## src/rtl/pinyin_syllable_splitter_unit_defines.svh

```systemverilog
// Assertion macros shared by the splitter RTL.
// Each use expands to one labeled concurrent assertion, clocked on clk,
// quiet while rst_n is low.
`ifndef PINYIN_SYLLABLE_SPLITTER_UNIT_DEFINES_SVH
`define PINYIN_SYLLABLE_SPLITTER_UNIT_DEFINES_SVH

// Property must hold at every enabled clock edge.
`define PSS_ASSERT(label, prop, msg) \
    label: assert property (@(posedge clk) disable iff (!rst_n) (prop)) else $error(msg);

// Expression must never be true at an enabled clock edge.
`define PSS_ASSERT_NEVER(label, expr, msg) \
    label: assert property (@(posedge clk) disable iff (!rst_n) !(expr)) else $error(msg);

`endif

```

## src/rtl/pss_pkg.sv

```systemverilog
package pss_pkg;

    localparam int QUEUE_DEPTH = 4;
    localparam int QUEUE_AW    = $clog2(QUEUE_DEPTH);
    localparam int RUN_MAX     = 4;

    localparam logic [7:0] CH_SPACE = 8'h20;
    localparam logic [7:0] CH_NUL   = 8'h00;
    localparam logic [7:0] CH_A     = 8'h61;
    localparam logic [7:0] CH_C     = 8'h63;
    localparam logic [7:0] CH_E     = 8'h65;
    localparam logic [7:0] CH_G     = 8'h67;
    localparam logic [7:0] CH_H     = 8'h68;
    localparam logic [7:0] CH_I     = 8'h69;
    localparam logic [7:0] CH_N     = 8'h6E;
    localparam logic [7:0] CH_O     = 8'h6F;
    localparam logic [7:0] CH_S     = 8'h73;
    localparam logic [7:0] CH_U     = 8'h75;
    localparam logic [7:0] CH_V     = 8'h76;
    localparam logic [7:0] CH_Z     = 8'h7A;

    typedef enum logic [3:0] {
        MODE_NORMAL    = 4'b0001,
        MODE_AFTER_ZCS = 4'b0010,
        MODE_HELD_N    = 4'b0100,
        MODE_HELD_NG   = 4'b1000
    } mode_t;

    typedef struct packed {
        logic [7:0] char_in;
        logic       string_end;
    } in_word_t;

    typedef struct packed {
        logic [7:0] char_out;
        logic       run_last;
        logic       output_end;
    } out_word_t;

    // One run of output bytes caused by one input word.
    typedef struct packed {
        logic [RUN_MAX-1:0][7:0] chars;
        logic [1:0]              last_idx;
        logic                    last_of_string;
    } run_t;

    typedef struct packed {
        logic full;
        logic empty;
    } queue_stat_t;

    function automatic logic is_vowel(input logic [7:0] c);
        return (c == CH_NUL) || (c == CH_A) || (c == CH_E) || (c == CH_I) ||
               (c == CH_O) || (c == CH_U) || (c == CH_V);
    endfunction

    function automatic logic is_zcs(input logic [7:0] c);
        return (c == CH_Z) || (c == CH_C) || (c == CH_S);
    endfunction

endpackage

```

## src/rtl/pss_queue.sv

```systemverilog
`include "pinyin_syllable_splitter_unit_defines.svh"

module pss_queue
(
    input  logic                clk,
    input  logic                rst_n,
    input  logic                push,
    input  pss_pkg::run_t       push_run,
    input  logic                pop,
    output pss_pkg::run_t       head_run,
    output pss_pkg::queue_stat_t stat
);

    localparam int AW = pss_pkg::QUEUE_AW;

    pss_pkg::run_t  entry_reg [pss_pkg::QUEUE_DEPTH];
    logic [AW-1:0]  wr_ptr_reg, wr_ptr_next;
    logic [AW-1:0]  rd_ptr_reg, rd_ptr_next;
    logic [AW:0]    count_reg, count_next;

    always_comb
    begin
        wr_ptr_next = push ? wr_ptr_reg + AW'(1) : wr_ptr_reg;
        rd_ptr_next = pop ? rd_ptr_reg + AW'(1) : rd_ptr_reg;
        count_next  = count_reg + (AW+1)'(push) - (AW+1)'(pop);
    end

    always_ff @(posedge clk or negedge rst_n)
    begin
        if (!rst_n)
        begin
            wr_ptr_reg <= '0;
            rd_ptr_reg <= '0;
            count_reg  <= '0;
        end
        else
        begin
            wr_ptr_reg <= wr_ptr_next;
            rd_ptr_reg <= rd_ptr_next;
            count_reg  <= count_next;
        end
    end

    always_ff @(posedge clk)
    begin
        if (push)
        begin
            entry_reg[wr_ptr_reg] <= push_run;
        end
    end

    assign head_run   = entry_reg[rd_ptr_reg];
    assign stat.full  = (count_reg == (AW+1)'(pss_pkg::QUEUE_DEPTH));
    assign stat.empty = (count_reg == '0);

    `PSS_ASSERT_NEVER(a_no_push_full, push && stat.full, "run pushed into full queue")
    `PSS_ASSERT_NEVER(a_no_pop_empty, pop && stat.empty, "run popped from empty queue")

endmodule

```

## src/rtl/pss_front.sv

```systemverilog
`include "pinyin_syllable_splitter_unit_defines.svh"

module pss_front
(
    input  logic                 clk,
    input  logic                 rst_n,
    input  logic                 in_valid,
    output logic                 in_ready,
    input  pss_pkg::in_word_t    in_word,
    input  pss_pkg::queue_stat_t stat,
    output logic                 push,
    output pss_pkg::run_t        push_run
);

    pss_pkg::mode_t mode_reg, mode_next;
    logic           at_first_reg, at_first_next;
    logic           held_first_reg, held_first_next;

    logic [7:0]                        c;
    logic                              e;
    logic                              accept;
    logic [2:0]                        num;
    pss_pkg::mode_t                    mode_go;
    logic                              held_first_go;
    logic [pss_pkg::RUN_MAX-1:0][7:0]  chars;

    assign c        = in_word.char_in;
    assign e        = in_word.string_end;
    assign in_ready = !stat.full;
    assign accept   = in_valid && in_ready;

    // Classify the word against the pending state and build its run.
    always_comb
    begin
        chars         = {pss_pkg::RUN_MAX{pss_pkg::CH_SPACE}};
        num           = 3'd0;
        mode_go       = pss_pkg::MODE_NORMAL;
        held_first_go = held_first_reg;
        if ((mode_reg == pss_pkg::MODE_AFTER_ZCS) && (c == pss_pkg::CH_H))
        begin
            chars[0] = pss_pkg::CH_H;
            num      = 3'd1;
        end
        else if (mode_reg == pss_pkg::MODE_HELD_N)
        begin
            if (pss_pkg::is_vowel(c))
            begin
                if (held_first_reg)
                begin
                    chars[0] = pss_pkg::CH_N;
                    chars[1] = c;
                    num      = 3'd2;
                end
                else
                begin
                    chars[1] = pss_pkg::CH_N;
                    chars[2] = c;
                    num      = 3'd3;
                end
            end
            else if (c == pss_pkg::CH_G)
            begin
                if (e)
                begin
                    chars[0] = pss_pkg::CH_N;
                    chars[1] = pss_pkg::CH_G;
                    num      = 3'd2;
                end
                else
                begin
                    mode_go = pss_pkg::MODE_HELD_NG;
                end
            end
            else
            begin
                chars[0] = pss_pkg::CH_N;
                chars[2] = c;
                num      = 3'd3;
                if (pss_pkg::is_zcs(c))
                begin
                    mode_go = pss_pkg::MODE_AFTER_ZCS;
                end
            end
        end
        else if (mode_reg == pss_pkg::MODE_HELD_NG)
        begin
            chars[0] = pss_pkg::CH_N;
            chars[3] = c;
            num      = 3'd4;
            if (pss_pkg::is_vowel(c))
            begin
                chars[2] = pss_pkg::CH_G;
            end
            else
            begin
                chars[1] = pss_pkg::CH_G;
                if (pss_pkg::is_zcs(c))
                begin
                    mode_go = pss_pkg::MODE_AFTER_ZCS;
                end
            end
        end
        else
        begin
            if (pss_pkg::is_vowel(c))
            begin
                chars[0] = c;
                num      = 3'd1;
            end
            else if (c == pss_pkg::CH_N)
            begin
                if (e)
                begin
                    chars[0] = pss_pkg::CH_N;
                    num      = 3'd1;
                end
                else
                begin
                    held_first_go = at_first_reg;
                    mode_go       = pss_pkg::MODE_HELD_N;
                end
            end
            else
            begin
                if (at_first_reg)
                begin
                    chars[0] = c;
                    num      = 3'd1;
                end
                else
                begin
                    chars[1] = c;
                    num      = 3'd2;
                end
                if (pss_pkg::is_zcs(c))
                begin
                    mode_go = pss_pkg::MODE_AFTER_ZCS;
                end
            end
        end
    end

    always_comb
    begin
        mode_next       = mode_reg;
        at_first_next   = at_first_reg;
        held_first_next = held_first_reg;
        if (accept)
        begin
            if (e)
            begin
                mode_next       = pss_pkg::MODE_NORMAL;
                at_first_next   = 1'b1;
                held_first_next = 1'b0;
            end
            else
            begin
                mode_next       = mode_go;
                at_first_next   = 1'b0;
                held_first_next = held_first_go;
            end
        end
    end

    always_ff @(posedge clk or negedge rst_n)
    begin
        if (!rst_n)
        begin
            mode_reg       <= pss_pkg::MODE_NORMAL;
            at_first_reg   <= 1'b1;
            held_first_reg <= 1'b0;
        end
        else
        begin
            mode_reg       <= mode_next;
            at_first_reg   <= at_first_next;
            held_first_reg <= held_first_next;
        end
    end

    // Drop words that resolve to nothing; they only advance the state.
    assign push                    = accept && (num != 3'd0);
    assign push_run.chars          = chars;
    assign push_run.last_idx       = 2'(num - 3'd1);
    assign push_run.last_of_string = e;

    `PSS_ASSERT(a_end_restarts, (accept && e) |=> (mode_reg == pss_pkg::MODE_NORMAL && at_first_reg), "state not restarted after string end")

endmodule

```

## src/rtl/pss_back.sv

```systemverilog
`include "pinyin_syllable_splitter_unit_defines.svh"

module pss_back
(
    input  logic                 clk,
    input  logic                 rst_n,
    input  pss_pkg::run_t        head_run,
    input  pss_pkg::queue_stat_t stat,
    output logic                 pop,
    output logic                 out_valid,
    input  logic                 out_ready,
    output pss_pkg::out_word_t   out_word
);

    logic [1:0]          pos_reg, pos_next;
    logic                valid_reg, valid_next;
    pss_pkg::out_word_t  word_reg;
    pss_pkg::out_word_t  word_next;
    logic                load;
    logic                take;
    logic                at_last;

    assign load    = !valid_reg || out_ready;
    assign take    = load && !stat.empty;
    assign at_last = (pos_reg == head_run.last_idx);
    assign pop     = take && at_last;

    always_comb
    begin
        word_next.char_out   = head_run.chars[pos_reg];
        word_next.run_last   = at_last;
        word_next.output_end = at_last && head_run.last_of_string;
        valid_next           = load ? !stat.empty : valid_reg;
        pos_next             = pos_reg;
        if (take)
        begin
            pos_next = at_last ? 2'd0 : pos_reg + 2'd1;
        end
    end

    always_ff @(posedge clk or negedge rst_n)
    begin
        if (!rst_n)
        begin
            valid_reg <= 1'b0;
            pos_reg   <= 2'd0;
        end
        else
        begin
            valid_reg <= valid_next;
            pos_reg   <= pos_next;
        end
    end

    always_ff @(posedge clk)
    begin
        if (take)
        begin
            word_reg <= word_next;
        end
    end

    assign out_valid = valid_reg;
    assign out_word  = word_reg;

    `PSS_ASSERT(a_end_is_last, (out_valid && out_word.output_end) |-> out_word.run_last, "output_end without run_last")

endmodule

```

## src/rtl/pinyin_syllable_splitter_unit.sv

```systemverilog
// Pinyin syllable splitter. Feed one byte of a romanized string per input
// word (string_end high on its last byte); the block returns the same letters
// with a space inserted at each syllable boundary, one byte per output word.
// Each input word yields zero to four output words: run_last marks the last
// one it caused, and output_end marks the final byte of the string. A held n
// or ng yields nothing until the following byte resolves it. The front stage
// classifies a word in the cycle it is accepted and queues its bytes as one
// run in a 4-entry run queue; it takes a new word every cycle while that
// queue has room. The back stage sends one byte per cycle while out_ready
// is high, through a registered output, so the single-byte output channel
// sets the sustained input rate. An accepted word's run is written into
// the queue, and its first byte then passes through the output register
// before it appears on out_word.
module pinyin_syllable_splitter_unit
(
    input  logic               clk,
    input  logic               rst_n,
    input  logic               in_valid,
    output logic               in_ready,
    input  pss_pkg::in_word_t  in_word,
    output logic               out_valid,
    input  logic               out_ready,
    output pss_pkg::out_word_t out_word
);

    // Runs travel front to back through the queue.
    logic                 push;
    logic                 pop;
    pss_pkg::run_t        push_run;
    pss_pkg::run_t        head_run;
    pss_pkg::queue_stat_t stat;

    // Front: accept a word, resolve held n/ng and zh/ch/sh, build its run.
    pss_front u_front
    (
        .clk      (clk),
        .rst_n    (rst_n),
        .in_valid (in_valid),
        .in_ready (in_ready),
        .in_word  (in_word),
        .stat     (stat),
        .push     (push),
        .push_run (push_run)
    );

    // Queue: decouple the front from output back-pressure.
    pss_queue u_queue
    (
        .clk      (clk),
        .rst_n    (rst_n),
        .push     (push),
        .push_run (push_run),
        .pop      (pop),
        .head_run (head_run),
        .stat     (stat)
    );

    // Back: serialize each run, one byte per output word.
    pss_back u_back
    (
        .clk       (clk),
        .rst_n     (rst_n),
        .head_run  (head_run),
        .stat      (stat),
        .pop       (pop),
        .out_valid (out_valid),
        .out_ready (out_ready),
        .out_word  (out_word)
    );

endmodule

```

## config.mk

```make
export PLATFORM = sky130hd
export DESIGN_NAME = pinyin_syllable_splitter_unit
export DESIGN_NICKNAME = d
export VERILOG_FILES = /design/src/rtl/pss_pkg.sv /design/src/rtl/pss_queue.sv /design/src/rtl/pss_front.sv /design/src/rtl/pss_back.sv /design/src/rtl/pinyin_syllable_splitter_unit.sv
export VERILOG_INCLUDE_DIRS = /design/src /design/src/rtl
export SDC_FILE = /design/constraint.sdc
export NUM_CORES = 1
export LEC_CHECK = 0
export BUFFER_PORTS_ARGS = -buffer_cell sky130_fd_sc_hd__buf_2
export CAP_MARGIN = 20
export CORE_UTILIZATION = 40
export CTS_CLUSTER_DIAMETER = 40
export DETAILED_ROUTE_END_ITERATION = 6
export PLACE_DENSITY = 0.69
export SLEW_MARGIN = 25
export SYNTH_ARGS = -nofsm -noshare
export SYNTH_HDL_FRONTEND = slang
export SYNTH_SLANG_ARGS = --single-unit
```

## constraint.sdc

```tcl
create_clock -name clk -period 3.16 [get_ports clk]
set_input_delay 0.158 -clock clk [delete_from_list [all_inputs] [get_ports clk]]
set_output_delay 0.158 -clock clk [all_outputs]
set_load 0.02 [all_outputs]
```

; ---- Yosys cells after proc, flatten, opt, wreduce, memory -nomap -nowiden
; Memories as Yosys holds them, arrays and structs flattened.
; Index checks and enable logic that the tools add are counted.
[op_classes]
eq_ne = 21
muxes = 56
n_lt_le_gt_ge = 1
n_addsub = 6
reduce_logical = 23
[ops]
columns = cell, count
row1 = $mux W8, 13
row2 = $eq A8 B7 Y1 const B, 12
row3 = $mux W24, 3
row4 = $mux W7, 5
row5 = $mux W16, 2
row6 = $mux W4, 8
row7 = $mux W3, 7
row8 = $bmux W8 S2, 1
row9 = $mux W15, 1
row10 = $mux W1, 11
row11 = $mux W2, 5
row12 = $logic_or A1 B1 Y1, 9
row13 = $logic_not A8 Y1, 1
row14 = $ne A2 B2 Y1 const B, 4
row15 = $add A2 B1 Y2 const B, 3
row16 = $logic_and A1 B1 Y1, 6
row17 = $reduce_and A6 Y1, 1
row18 = $eq A4 B2 Y1 const B, 1
row19 = $eq A4 B3 Y1 const B, 1
row20 = $eq A4 B4 Y1 const B, 1
row21 = $add A3 B1 Y3, 1
row22 = $eq A3 B3 Y1 const B, 1
row23 = $logic_not A1 Y1, 3
row24 = $logic_not A3 Y1, 1
row25 = 6 further kinds, 6
[totals]
inputBits = 13
out_inout_bits = 12
mem_bits_rw = 140
register_bits = 26
mem_count = 1
[mem_list]
columns = name, words, word_bits, rd, rd_clocked_by_memory_dff, write_ports, line_no
row1 = u_queue.entry_reg, 4, 35, 1, 0, 1, pss_queue.sv:16  ; pss_pkg::run_t entry_reg [pss_pkg::QUEUE_DEPTH];

; ---- Longest topological paths before layout
; Gate-level depths: netlist of run 1.
[depth]
word_depth = 15
ltp_mapped = 14

; ---- Cells and area by module
; From an unflattened synthesis of run 1, not the netlist that was laid out.
[unflattened]
cells_unflattened = 416
area_unflattened_um2 = 7373.3
[modules_own_cells]
columns = module, area_per_inst_um2, n_inst, cells_each
row1 = pss_queue, 5496.5, 1, 217
row2 = pss_front, 1171.1, 1, 158
row3 = pss_back, 705.7, 1, 41

; ---- Worst setup path after synthesis of run 1
; OpenSTA, ideal clock, no wires.
[synth_path]
kind = in2reg
from = in in_word[2] in the netlist's numbering
to = mem u_queue.entry_reg[2][0] in the netlist's numbering, enable pin
required_ns = 2.765
path_stages = 9
path_buffers = 1
slack_ns = 0.006
t_arrival_ns = 2.759
setup_time_ns = 0.395
path_cell_list = buf_2 -> nor4bb_2 -> a311oi_4 -> o21bai_4 -> a21oi_2 -> a22oi_1 -> ha_1 -> a21oi_2 -> and2_1
[synth_via]
elab_chain_cells = 15
[synth_lines]
columns = item, line_no
row1 = "start, declared", pinyin_syllable_splitter_unit.sv:20  ; input pss_pkg::in_word_t in_word,
row2 = $eq A8 B7 Y1 / $logic_not A8 Y1 (equally long branches), pss_pkg.sv:53  ; return (c == CH_NUL) || (c == CH_A) || (c == CH_E) || (c == CH_I) ||
row3 = $logic_or A1 B1 Y1 (4 in a row), pss_pkg.sv:53
row4 = $logic_or A1 B1 Y1 (2 in a row), pss_pkg.sv:54  ; (c == CH_O) || (c == CH_U) || (c == CH_V);
row5 = $mux W3, pss_front.sv:105  ; if (pss_pkg::is_vowel(c))
row6 = $mux W3, pss_front.sv:85  ; else if (mode_reg == pss_pkg::MODE_HELD_NG)
row7 = $mux W3, pss_front.sv:44  ; else if (mode_reg == pss_pkg::MODE_HELD_N)
row8 = $mux W3 *, pss_front.sv:39  ; if ((mode_reg == pss_pkg::MODE_AFTER_ZCS) && (c == pss_pkg::CH_H))
row9 = $reduce_bool A3 Y1 *, pss_front.sv:182  ; assign push = accept && (num != 3'd0);
row10 = $logic_and A1 B1 Y1 *, pss_front.sv:182
row11 = net push, pinyin_syllable_splitter_unit.sv:27  ; logic push;
row12 = $mux W1 *, pss_queue.sv:46  ; if (push)
row13 = $mux W1 (not written as such) *, pss_queue.sv:48  ; entry_reg[wr_ptr_reg] <= push_run;
row14 = "end, declared", pss_queue.sv:16
; Mark *: on every way through the listed nets, which the timed path passes. The rest lies on a longest branch.

; ---- Worst setup path after layout of run 1
[layout_path]
from = reg u_front.mode_reg[1]
to = reg u_queue.count_reg[2]
[layout_via]
elab_chain_cells = 8
[layout_lines]
columns = item, line_no
row1 = "start, declared", pss_front.sv:15  ; pss_pkg::mode_t mode_reg, mode_next;
row2 = "start signal, assigned", pss_front.sv:169  ; mode_reg <= pss_pkg::MODE_NORMAL;
row3 = "start signal, assigned", pss_front.sv:175  ; mode_reg <= mode_next;
row4 = $eq A4 B4 Y1, pss_front.sv:85
row5 = $mux W3, pss_front.sv:85
row6 = $mux W3, pss_front.sv:44
row7 = $mux W3 *, pss_front.sv:39
row8 = $reduce_bool A3 Y1 *, pss_front.sv:182
row9 = $logic_and A1 B1 Y1 *, pss_front.sv:182
row10 = net push, pinyin_syllable_splitter_unit.sv:27
row11 = $add A3 B1 Y3 *, pss_queue.sv:25  ; count_next = count_reg + (AW+1)'(push) - (AW+1)'(pop);
row12 = $sub A3 B1 Y3 *, pss_queue.sv:25
row13 = net u_queue.count_next[2], pss_queue.sv:19  ; logic [AW:0] count_reg, count_next;
row14 = "end signal, assigned", pss_queue.sv:40  ; count_reg <= count_next;
row15 = "end, declared", pss_queue.sv:19
; Marked as above.
; A chain may end at the register's enable or synchronous reset.

==> metrics.cfg, run 1 <==
[placement]
io_buffers = 24
dp_hpwl_um = 9440
finalWeightedCongestion = 0.869

[min_path]
min_path_type = input port to flip-flop
min_from = in_word[0]

[yosys]
syn_nets = 421
avgSynthCellArea_sq_um = 17.9
async_flop_share_pct = 9.64
ys_ff_latch = 166
ys.flop_type = edfxtp_1
synth.top_cell.area_share_pct = 63.0
seq_area_frac_synth_pct = 68.6
yosys.area.top_type = edfxtp_1
ys_warn_count = 0
synth-edff-count = 150
yosys-top-cells-area = edfxtp_1, mux4_2, dfrtp_1, and2_1, ha_1
yosysUniqueCellTypes = 58
synth_area_sq_um = 7150
synthCells = 400

[final_layout]
final_cell_mix = edfxtp_1, mux4_2, buf_2, nand2_1, clkbuf_16
multiInputGateArea_sq_um = 2110
seq_area_sq_um = 4910
final_common_cell = edfxtp_1
fin_util_pct = 47.6
drive_gt1_share_pct = 29.8
fillers = 1443
area_growth_pct = 15.6
largest_reg_flops = 140
diodes = 0
fin_nets = 467

[timing]
worst_slew_pin_slew_ps = 624
relSlewSlack_pct = 58.3
min_period_over_period_pct = 88.3
skew_ps = 10.5
slew_viol_final = 0
timing.fmax_mhz = 358
rsz0062_at_grt = no
setup_viol = 0
finalHoldViolCount = 0
tns_ps = 0
finalWorstPathRequiredPeriod_ps = 2790

[power]
power_leakage_nw = 2.84
power_density_nw_per_um2 = 880
vdd_drop_max_uv = 456

[setup_path]
crit_fanout = 6
startpoint = u_front.mode_reg[1]$_DFFE_PN0P_
crit_arrival_ps = 3130
cp_slowest_cell = nor4b_1
cp_cell_sequence = nor4b_1, o21ai_1, o21ai_0, nand2_1, ha_1, a21oi_2, ha_1, inv_1, fa_1, xnor2_1, xnor2_1
path_buf_inv = 1
reg2reg_slack_ps = 370
worstReg2RegStart = u_front.mode_reg[1]$_DFFE_PN0P_
start_kind = flip-flop
critPathKind = flip-flop to flip-flop
slowest_delay_ps = 560
crit_required_ps = 3500
endpoint_kind = flip-flop
path_delay_family = adder cells

[clock_tree]
clock_path_buffers = 2
post_cts_buffers = 0
htree_levels = 4
path_clk_slew_ps = 60
tritoncts = yes
clk_latency_ps = 420
post_cts_resized = 0
numCtsBuffers = 17
clkSinkCount = 166
cts_root_buffer = clkbuf_16

[grt]
globalRouteTotalUtil_pct = 17.9
antenna_found_initial = 0
grt_pass1_vias = 4078
grt_max_degree = 36
grt_overflow = 0
grt_first_pass_wirelength_um = 23600

[die]
die_w_um = 136
row_count = 48
core_area_sq_um = 17400
ios = 25
dieArea_sq_um = 18400
initial_core_util_pct = 41.2
chipHeight_um = 136

[routing]
wl_um = 14900
firstDrtPassIters = 4
drc = 0
routedWlPerCell_um = 21.7
ant_nets = 0
drt_iter0_drc = 278
vias_per_cell = 5.58
num_vias = 3814

[run_status]
status = complete, no violations

[run]
cap_violations = 0

-- synthesized netlist by cell type, types with 3 or more instances --
library cell    n
a21oi_1         5
a22oi_1         3
a31o_2          6
and2_1         14
and3_1          8
buf_2           6
clkbuf_1       11
dfrtp_1        14
edfxtp_1      150
ha_1            7
inv_1          14
mux4_2         43
nand2_1        17
nand2b_1        5
nand4_1         4
nor2_1         12
nor3_1          4
nor4b_1         3
o21ai_0        11
o22ai_1         3
o2bb2ai_1       3
xnor2_1         7
-- area by class of cell --
type | instances | share of cell area, %
clock buffer | 19 | 5.24
clock inverter | 13 | 1.59
inverter | 15 | 0.681
multi-input combinational | 200 | 25.6
sequential | 166 | 59.4
tap | 225 | 3.41
timing repair buffer | 46 | 4.15
-- metrics by stage --
| stage | power (mW) | std cells | instance area (sq um) | setup WS [ps] | hold slack, ps |
|---|---|---|---|---|---|
| after detailed placement | 5.41 | 649 | 7660 | 171 | 102 |
| after global routing | 7.65 | 684 | 8270 | 137 | 105 |
| after global placement | 5.32 | 649 | 7660 | 301 | 96.0 |
| after CTS | 7.38 | 684 | 8260 | 146 | 100 |
| after floorplan | 4.71 | 400 | 7150 | 5.52 | -138 |
| final | 7.28 | 684 | 8270 | 369 | 111 |
-- metal layers --
layer | share of wire [%] | global-route usage, % | wire [um] | up-vias
li1 | - | - | - | 1715
met1 | 43 | 23.8 | 6350 | 1988
met2 | 51 | 28.5 | 7570 | 100
met3 | 5.0 | 3.22 | 741 | 11
met4 | 1.3 | 8.61 | 197 | 0
met5 | 0 | 0 | 0 | -
-- what timing repair did --
item                                    CTS  global route
endpoints found under the hold margin    18             0
endpoints found under the setup margin    0             0
hold buffers                              3             0
-- power breakdown --
group / switching, mW / leakage (nW) / internal [mW]
clock network: 0.803 / 0.268 / 1.16
registers: 0.164 / 1.58 / 3.00
logic: 1.16 / 0.996 / 1.00
total: 2.13 / 2.84 / 5.15
-- path summary, 6_finish.rpt --
kind,endpoint,depth (start not counted)
max,u_queue.count_reg[2]$_DFF_PN0_,11
min,u_queue.entry_reg[1][0]$_DFFE_PP_,1
max reg2reg,u_queue.count_reg[2]$_DFF_PN0_,11
min reg2reg,u_queue.count_reg[2]$_DFF_PN0_,1
max in group asynchronous,u_front.mode_reg[0]$_DFFE_PN1P_,2
min in group asynchronous,u_back.out_valid$_DFFE_PN0P_,2
-- cells by family after synthesis --
logic type / after synthesis / share of synthesized area, %
DFF: 166 / 68.6
muxes: 46 / 14.0
buffers and inverters: 34 / 1.99
AOI/OAI and AO/OA: 54 / 5.81
and+or+nand+nor: 84 / 7.12
xor gates and xnor gates: 8 / 0.980
adders and majority gates: 8 / 1.50
Note: power is estimated with default switching activity, not from simulation.
==> inputs of run 2 (changes only) <==
- CELL_PAD_IN_SITES_DETAIL_PLACEMENT: not set -> 1
- CELL_PAD_IN_SITES_GLOBAL_PLACEMENT: not set -> 1
- CORE_ASPECT_RATIO: not set -> 1.75
- PLACE_DENSITY: 0.69 -> 0.75
==> run 2 against run 1 <==
Effect of this change:
- critical path depth is the same
- first-iteration DRC count decreased by 45%
- register-to-register slack worse by 130 ps
- wire length grew 2.6%
- sequential share of layout area is 0.30 points lower
- via count increased by 0.13%
==> metrics.cfg, run 2 (synthesis gave the netlist of run 1 again) <==
[clock_tree]
numCtsBuffers = 17  ; unchanged
path_clk_slew_ps = 60  ; about the same
clkSinkCount = 166  ; unchanged
cts_root_buffer = clkbuf_16  ; unchanged
htree_levels = 4  ; unchanged
tritoncts = yes  ; unchanged
post_cts_buffers = 0  ; unchanged
post_cts_resized = 0  ; unchanged
clock_path_buffers = 2  ; unchanged
clk_latency_ps = 420  ; about the same

[power]
power_leakage_nw = 2.87  ; was 2.84 nW
power_density_nw_per_um2 = 885  ; was 880 nW/um^2
vdd_drop_max_uv = 392  ; was 456 uV

[routing]
drc = 0  ; unchanged
ant_nets = 0  ; unchanged
vias_per_cell = 5.53  ; was 5.58
drt_iter0_drc = 153  ; was 278
firstDrtPassIters = 4  ; unchanged
routedWlPerCell_um = 22.1  ; was 21.7 um
wl_um = 15200  ; was 14900 um
num_vias = 3819  ; was 3814

[final_layout]
final_area_sq_um = 8310  ; was 8270 sq um
fillers = 1738  ; was 1443
drive_gt1_share_pct = 30.7  ; was 29.8%
final_cell_mix = edfxtp_1, mux4_2, buf_2  ; was edfxtp_1, mux4_2, buf_2, nand2_1, clkbuf_16
final_common_cell = edfxtp_1  ; unchanged
fin_nets = 468  ; was 467
area_growth_pct = 16.2  ; was 15.6%
diodes = 0  ; unchanged
largest_reg_flops = 140  ; unchanged

[setup_path]
crit_arrival_ps = 3220  ; was 3130 ps
endpoint_kind = flip-flop  ; unchanged
crit_required_ps = 3460  ; was 3500 ps
r2r_cells = 11  ; unchanged
critPathKind = flip-flop to flip-flop  ; unchanged
start_kind = flip-flop  ; unchanged
crit_fanout = 7  ; was 6

[grt]
antenna_found_initial = 0  ; unchanged
grt_first_pass_wirelength_um = 23900  ; was 23600 um
grt_pass1_vias = 4204  ; was 4078
globalRouteTotalUtil_pct = 18.4  ; was 17.9%
grt_overflow = 0  ; unchanged
grt_max_degree = 36  ; unchanged

[min_path]
min_path_type = input port to flip-flop  ; unchanged
holdPathStages = 3  ; was 1

[timing]
finalWorstPathRequiredPeriod_ps = 2920  ; was 2790 ps
tns_ps = 0  ; unchanged
relSlewSlack_pct = 57.2  ; was 58.3%
skew_ps = 4.78  ; was 10.5 ps
setup_viol = 0  ; unchanged
min_period_over_period_pct = 92.4  ; was 88.3%
timing.fmax_mhz = 343  ; was 358 MHz
finalHoldViolCount = 0  ; unchanged
slew_viol_final = 0  ; unchanged
worst_slew_pin_slew_ps = 641  ; was 624 ps
rsz0062_at_grt = no  ; unchanged

[die]
chipHeight_um = 179  ; was 136 um
row_count = 64  ; was 48
die_w_um = 103  ; was 136 um
ios = 25  ; unchanged
dieArea_sq_um = 18400  ; about the same
initial_core_util_pct = 41.0  ; was 41.2%
core_area_sq_um = 17500  ; was 17400 sq um

[placement]
io_buffers = 24  ; unchanged
finalWeightedCongestion = 0.928  ; was 0.869
place_area_sq_um = 7680  ; was 7660 sq um
dp_hpwl_um = 10500  ; was 9440 um

[run]
cap_violations = 0  ; unchanged

[run_status]
status = complete, no violations  ; unchanged

[run 2: per-stage QoR]
stage          cells  util, %  total power [mW]  worst slack [ps]  hold WS, ps
2_1_floorplan    400        -              4.71              5.52         -138
3_3_place_gp     657     44.0              5.26               195         86.5
3_5_place_dp     657     44.0              5.36              44.9         94.3
4_1_cts          691     47.6              7.46               220         12.0
5_1_grt          691     47.6              7.70              4.06         29.0
6_report         691     47.6              7.35               241         37.3
[run 2: final cells by class]
class	instances	area, sq um	area share (%)
timing repair buffer	47	348	4.19
inverter	15	56.3	0.678
clock buffer	18	429	5.17
sequential	166	4910	59.1
clock inverter	14	175	2.11
multi-input combinational	200	2100	25.3
tap	231	289	3.48
[run 2: layer usage]
| metal | track usage [%] | share of wire (%) | up-vias |
|---|---|---|---|
| met5 | 0 | 0 | - |
| met4 | 8.45 | 2.8 | 0 |
| met3 | 3.20 | 2.2 | 24 |
| met2 | 33.4 | 56 | 63 |
| met1 | 20.5 | 39 | 2017 |
| li1 | - | - | 1715 |
[run 2: repair_timing]
| action | CTS | global route |
|---|---|---|
| hold buffers | 2 | 0 |
| endpoints found under the setup margin | 0 | 0 |
| endpoints found under the hold margin | 17 | 0 |
[run 2: worst paths after layout]
path / start / endpoint / slack, ps
worst max-delay path: u_front.mode_reg[1]$_DFFE_PN0P_ / u_queue.count_reg[2]$_DFF_PN0_ / 240
worst min-delay path: in_valid / u_front.held_first_reg$_DFFE_PN0P_ / 40
worst max register to register: u_front.mode_reg[1]$_DFFE_PN0P_ / u_queue.count_reg[2]$_DFF_PN0_ / 240
worst min register to register: u_queue.count_reg[2]$_DFF_PN0_ / u_queue.count_reg[2]$_DFF_PN0_ / 500
max in group asynchronous: rst_n / u_front.mode_reg[0]$_DFFE_PN1P_ / 2660
min in group asynchronous: rst_n / u_queue.rd_ptr_reg[1]$_DFFE_PN0P_ / 190
[run 2: worst max-delay path, cell delays in order (launching register included)]
cell and delay (ps):
dfrtp_1 430, nor4b_1 550, o21ai_1 200, o21ai_0 130, nand2_1 80, ha_1 200
a21oi_2 270, ha_1 200, inv_1 60, fa_1 410, xnor2_1 150, xnor2_1 120
[run 2: report_power, final]
part / switching [mW] / internal, mW / leakage [nW] / total (mW)
Sequential: 0.178 / 3.00 / 1.58 / 3.17
Clock: 0.848 / 1.25 / 0.287 / 2.10
Combinational: 1.09 / 0.984 / 0.998 / 2.08
